$ cat src/rtl/core/isp_pkg.sv
`timescale 1ns / 1ps

package isp_pkg;

  localparam int MAX_VALUES = 256;
  localparam int COUNT_W    = $clog2(MAX_VALUES + 1);
  localparam int VALUE_W    = 32;
  localparam int OUT_CNT_W  = 9;

  localparam logic [7:0] CH_SEP   = 8'h5C;
  localparam logic [7:0] CH_MINUS = 8'h2D;
  localparam logic [7:0] CH_PLUS  = 8'h2B;
  localparam logic [7:0] CH_ZERO  = 8'h30;
  localparam logic [7:0] CH_NINE  = 8'h39;
  localparam logic [7:0] CH_SPACE = 8'h20;
  localparam logic [7:0] CH_TAB   = 8'h09;
  localparam logic [7:0] CH_LF    = 8'h0A;
  localparam logic [7:0] CH_CR    = 8'h0D;

  typedef struct packed {
    logic               in_token;
    logic               negative;
    logic               digits_open;
    logic [VALUE_W-1:0] accumulator;
    logic [COUNT_W-1:0] stored_count;
  } state_t;

  typedef struct packed {
    logic                 has_value;
    logic                 end_of_list;
    logic [VALUE_W-1:0]   value;
    logic [OUT_CNT_W-1:0] value_count;
  } result_t;

  localparam state_t STATE_RESET = '{
    in_token:     1'b0,
    negative:     1'b0,
    digits_open:  1'b1,
    accumulator:  '0,
    stored_count: '0
  };

  function automatic logic [OUT_CNT_W-1:0] sat_count(input logic [COUNT_W-1:0] c);
    logic [COUNT_W+OUT_CNT_W-1:0] wide;
    wide = {{OUT_CNT_W{1'b0}}, c};
    if (wide > (COUNT_W + OUT_CNT_W)'({OUT_CNT_W{1'b1}})) begin
      return {OUT_CNT_W{1'b1}};
    end else begin
      return wide[OUT_CNT_W-1:0];
    end
  endfunction

endpackage

$ cat src/rtl/core/isp_token.sv
`timescale 1ns / 1ps

module isp_token (
  input  isp_pkg::state_t  state,
  input  logic [7:0]       byte_in,
  input  logic             last_byte,
  output isp_pkg::state_t  state_next,
  output isp_pkg::result_t result,
  output logic             produce
);

  logic                       digit;
  logic                       blank;
  logic                       sep;
  logic [isp_pkg::VALUE_W-1:0] digit_val;
  isp_pkg::state_t            took;
  logic                       emit;
  logic [isp_pkg::COUNT_W-1:0] count_next;

  always_comb begin
    digit     = (byte_in >= isp_pkg::CH_ZERO) && (byte_in <= isp_pkg::CH_NINE);
    blank     = (byte_in == isp_pkg::CH_SPACE) || (byte_in == isp_pkg::CH_TAB) ||
                (byte_in == isp_pkg::CH_LF) || (byte_in == isp_pkg::CH_CR);
    sep       = (byte_in == isp_pkg::CH_SEP);
    digit_val = {{(isp_pkg::VALUE_W-8){1'b0}}, byte_in - isp_pkg::CH_ZERO};

    took = state;
    if (!sep) begin
      if (!state.in_token) begin
        if (!blank) begin
          took.in_token = 1'b1;
          if (byte_in == isp_pkg::CH_MINUS) begin
            took.negative = 1'b1;
          end else if (byte_in == isp_pkg::CH_PLUS) begin
            took.negative = state.negative;
          end else if (digit) begin
            took.accumulator = digit_val;
          end else begin
            took.digits_open = 1'b0;
          end
        end
      end else if (state.digits_open && digit) begin
        took.accumulator = (state.accumulator << 3) + (state.accumulator << 1) + digit_val;
      end else begin
        took.digits_open = 1'b0;
      end
    end

    emit       = (sep || last_byte) && took.in_token &&
                 (took.stored_count < isp_pkg::COUNT_W'(isp_pkg::MAX_VALUES));
    count_next = emit ? took.stored_count + 1'b1 : took.stored_count;

    result.has_value   = emit;
    result.end_of_list = last_byte;
    result.value       = emit ? (took.negative ? (0 - took.accumulator) : took.accumulator)
                              : '0;
    result.value_count = isp_pkg::sat_count(count_next);
    produce            = emit || last_byte;

    state_next = took;
    if (sep || last_byte) begin
      state_next              = isp_pkg::STATE_RESET;
      state_next.stored_count = last_byte ? '0 : count_next;
    end
  end

endmodule

$ cat src/rtl/core/isp_out_reg.sv
`timescale 1ns / 1ps

module isp_out_reg (
  input  logic             clk,
  input  logic             rst,
  input  logic             load,
  input  isp_pkg::result_t data,
  output logic             ready,
  output logic             result_valid,
  input  logic             result_stall,
  output isp_pkg::result_t held
);

  assign ready = !result_valid || !result_stall;

  always_ff @(posedge clk) begin
    if (rst) begin
      result_valid <= 1'b0;
    end else if (ready) begin
      result_valid <= load;
    end
  end

  always_ff @(posedge clk) begin
    if (ready && load) begin
      held <= data;
    end
  end

endmodule

$ cat src/rtl/core/integer_string_list_parser.sv
`timescale 1ns / 1ps

// Parses a backslash-separated list of signed decimal integers, one byte per
// word. Each byte is held in an input register; one that gives a result is then
// written to the result register, which drives the outputs. A new byte is taken
// every cycle while the result side keeps up. A byte that would give a result
// waits in the input register while the result register is full and stalled;
// bytes that give no result pass through regardless. A result comes for each
// backslash that closes a non-empty token while fewer than 256 values are
// stored in the list, and for the last byte of each string; after the last
// byte the parser is back at its reset state for the next string.

module integer_string_list_parser (
  input  logic        clk,
  input  logic        rst,
  input  logic        byte_valid,
  output logic        byte_stall,
  input  logic [7:0]  byte_in,
  input  logic        last_byte,
  output logic        result_valid,
  input  logic        result_stall,
  output logic signed [31:0] value,
  output logic        has_value,
  output logic        end_of_list,
  output logic [8:0]  value_count
);

  logic             s1_valid;
  logic [7:0]       s1_byte;
  logic             s1_last;
  logic             s1_go;
  logic             out_ready;
  logic             produce;
  isp_pkg::state_t  state;
  isp_pkg::state_t  state_next;
  isp_pkg::result_t res;
  isp_pkg::result_t held;

  isp_token u_token (
    .state      (state),
    .byte_in    (s1_byte),
    .last_byte  (s1_last),
    .state_next (state_next),
    .result     (res),
    .produce    (produce)
  );

  assign s1_go      = !produce || out_ready;
  assign byte_stall = s1_valid && !s1_go;

  always_ff @(posedge clk) begin
    if (rst) begin
      s1_valid <= 1'b0;
    end else if (!byte_stall) begin
      s1_valid <= byte_valid;
    end
  end

  always_ff @(posedge clk) begin
    if (byte_valid && !byte_stall) begin
      s1_byte <= byte_in;
      s1_last <= last_byte;
    end
  end

  always_ff @(posedge clk) begin
    if (rst) begin
      state <= isp_pkg::STATE_RESET;
    end else if (s1_valid && s1_go) begin
      state <= state_next;
    end
  end

  isp_out_reg u_out (
    .clk          (clk),
    .rst          (rst),
    .load         (s1_valid && produce),
    .data         (res),
    .ready        (out_ready),
    .result_valid (result_valid),
    .result_stall (result_stall),
    .held         (held)
  );

  assign value       = held.value;
  assign has_value   = held.has_value;
  assign end_of_list = held.end_of_list;
  assign value_count = held.value_count;

endmodule

$ cat config.mk
export PLATFORM = sky130hd
export DESIGN_NAME = integer_string_list_parser
export DESIGN_NICKNAME = d
export VERILOG_FILES = /design/src/rtl/core/isp_pkg.sv /design/src/rtl/core/isp_token.sv /design/src/rtl/core/isp_out_reg.sv /design/src/rtl/core/integer_string_list_parser.sv
export SDC_FILE = /design/constraint.sdc
export NUM_CORES = 1
export LEC_CHECK = 0
export BUFFER_PORTS_ARGS = -buffer_cell sky130_fd_sc_hd__buf_2
export CAP_MARGIN = 10
export CORE_ASPECT_RATIO = 1.1
export CORE_MARGIN = 1.5
export CORE_UTILIZATION = 50
export CTS_CLUSTER_DIAMETER = 40
export DETAILED_ROUTE_END_ITERATION = 12
export PLACE_DENSITY = 0.67
export SETUP_SLACK_MARGIN = 0.4
export SYNTH_ARGS = -nofsm -noshare
export SYNTH_HDL_FRONTEND = slang
export SYNTH_SLANG_ARGS = --single-unit
$ cat constraint.sdc
create_clock -name clk -period 12.28 [get_ports clk]
set_input_delay 2.456 -clock clk [delete_from_list [all_inputs] [get_ports clk]]
set_output_delay 2.456 -clock clk [all_outputs]
set_load 0.03 [all_outputs]
==> flow_summary.yaml <==
status:
  status: "finished clean"
floorplanning:
  placementRows: 46
  die_h_um: 130
  num_io_pins: 58
  dieWidth_um: 119
  die_area_um2: 15500
  design.core.area_um2: 14400
  start_util_pct: 51.3
timing:
  fin_ws_ns: 6.31
  setup_violations: 0
  rsz0062_at_grt: "no"
  hold_viol_final: 0
  setup-tns-final_ns: 0
  worst_slew_pin_slew_ns: 1.15
  max_freq_mhz: 167
  min_period_over_period_pct: 48.6
  relSlewSlack_pct: 23.3
  hold_slack_ns: 0.510
  slew_violations: 0
  finClkSkew_ns: 0.0166
  layout_min_cycle_time_ns: 5.97
final_layout:
  multiInputGateArea_um2: 4660
  layout-drive-gt1-share_pct: 13.9
  diodes: 0
  n_fill_cell: 1343
  instances_no_fill: 1054
  nNetsFinal: 936
  area_growth_pct: 9.50
  seqCellArea_um2: 2480
worst_setup_path:
  worst-endpoint-required_ns: 9.82
  critPathLaunch: "s1_byte[4]"
  ff2ff_setup_slack_ns: 7.13
  path_class: "register to output pin"
  r2r-start: "s1_byte[4]"
  rr_endpoint: "u_out.held[39]"
  endpoint: "byte_stall"
  reg2regPathDepth: 14
  critPathCaptureType: "output pin"
  crit_path_start_kind: "register"
  cp_max_fo: 36
  cp.arrival_ns: 3.52
logic_synthesis:
  ys_types: 91
  yosysWarnings: 0
  avgSynthCellArea_um2: 8.97
  yosysTopAreaCell: "edfxtp_1"
  synth_top_area_share_pct: 21.2
  yosysSeqAreaShare_pct: 33.7
  synth_area_um2: 7370
  synth_cells: 822
  async_flop_share_pct: 0
  synth_edf_count: 52
  syn_nets: 901
  ys.flop_type: "edfxtp_1"
  synth_area_leaders: "edfxtp_1 21%, dfxtp_1 12%, ha_1 10%"
  synth-seq-cells: 98
clock_network:
  clkSlewWorstSetupHoldPaths_ns: 0.07
  cts.sink_count: 98
  ctsResizeCount: 0
  cts-root-buf: "clkbuf_16"
  tritoncts: "done"
  clockBufferDepth: 2
  htreeDepth: 3
  postCtsSetupRepairBufs: 0
  postCtsHoldBufs: 0
  clkLatencyLatePin_ns: 0.35
  numCtsBuffers: 9
routing:
  drc: 0
  avgRoutedWirePerCell_um: 17.6
  first_pass_iters: 5
  drt-vias-per-instance: 6.12
  drt_iter0_markers: 603
  wl_um: 18600
  vias: 6454
  final_antenna_net_count: 0
pwr:
  power_density_nw_per_um2: 88.2
  vdd.ir_drop.worst_mv: 0.0601
  power_uw: 713
  p_leak_uw: 0.00330
global_route:
  first_global_vias: 5985
  grt_max_degree: 47
  grt_pass1_wl_um: 30500
  grt_use_total_pct: 24.3
  overflow: 0
  antenna_found_initial: 0
  top_usage_layer: "met2"
  grt_util_met1_pct: 35.7
  met3_usage_pct: 3.08
  use_met2_pct: 38.2
worst_hold_path:
  min_path_type: "register to register"
  hold_start: "state[41]"
placement:
  gp_congestion: 0.855
  dp_slack_ns: 6.71
  place_inst: 1038
  dp_hpwl_um: 14200
  io_buffers: 57
job:
  drv_cap: 0
[layout by cell type, fill, tap and decap left out, types with 19 or more instances in the layout]
cell,instances
nor2_1,115
nand2_1,65
ha_1,60
a21oi_1,58
buf_2,57
edfxtp_1,52
dfxtp_1,46
o21ai_0,36
a22oi_1,33
xor2_1,26
xnor2_1,24
nand3_1,19
[where the power goes]
| group | switching, uW | leakage, uW | internal [uW] |
|---|---|---|---|
| Clock | 132 | 0.000139 | 143 |
| Combinational | 56.0 | 0.00226 | 23.5 |
| Sequential | 6.57 | 0.000896 | 351 |
| Total | 195 | 0.00330 | 518 |
[synth_stat cells, types with 15 or more instances]
cell	instances
xor2_1	26
a21oi_1	59
nor2_1	115
nand2_1	65
nor3_1	15
xnor2_1	24
edfxtp_1	52
clkbuf_1	25
nand3_1	19
dfxtp_1	46
o21ai_0	36
a22oi_1	33
inv_1	17
ha_1	60
[sequential cells by signal, indices dropped and copies added, names as in the netlist]
| name | flops |
|---|---|
| s1_byte | 8 |
| s1_last | 1 |
| s1_valid | 1 |
| state | 44 |
| u_out.held | 43 |
| u_out.result_valid | 1 |
[worst max-delay path, stage by stage, from the launching register on]
cell and delay [ns]:
edfxtp_1 0.43, inv_1 0.11, ha_1 0.27, and3_1 0.21, o21a_1 0.30, a311oi_1 0.59, o21ai_2 0.08, buf_4 0.26
inv_1 0.23, o21ai_0 0.23, nor2_1 0.22, buf_2 0.23
[logic make-up (layout without fill, tap and decap cells)]
logic type / after synthesis / after routing / share of synthesized area [%]
fa+ha+maj: 66 / 66 / 11.8
mux: 5 / 5 / 0.696
compound gates: 254 / 254 / 24.6
buf+inv: 57 / 97 / 3.48
xor+xnor: 50 / 50 / 5.94
flops: 98 / 98 / 33.7
simple gates: 292 / 292 / 19.8
[how the worst min path moves through the flow]
stage | end | slack [ns] | cells after the start
4_1_cts | state[41] | 0.51 | 2
6_report | state[41] | 0.51 | 2
3_3_place_gp | state[40] | 0.50 | 2
2_1_floorplan | u_out.held[41] | 0.42 | 0
3_5_place_dp | state[41] | 0.50 | 2
5_1_grt | state[41] | 0.54 | 2
[metrics by stage]
stage	cell area, um2	util (%)
floorplan	7370	-
global placement	7780	54.1
detailed placement	7780	54.1
CTS	8080	56.1
global route	8080	56.1
finish	8080	56.1
[per-layer routing]
metal  up-vias  share of wire, %
met1      3062                50
li1       3163                 -
met2       209                43
met3        20               5.2
met5         -                 0
met4         0               1.1
[final cells by class]
type | instances | share of cell area [%]
multi-input cells | 667 | 57.7
flip-flops and latches | 98 | 30.7
repair buffers | 63 | 4.09
well taps | 192 | 2.97
clock buffers | 9 | 2.79
clock inverters | 7 | 0.883
inverters | 18 | 0.837
No activity file was read; power rests on OpenSTA's default activity.
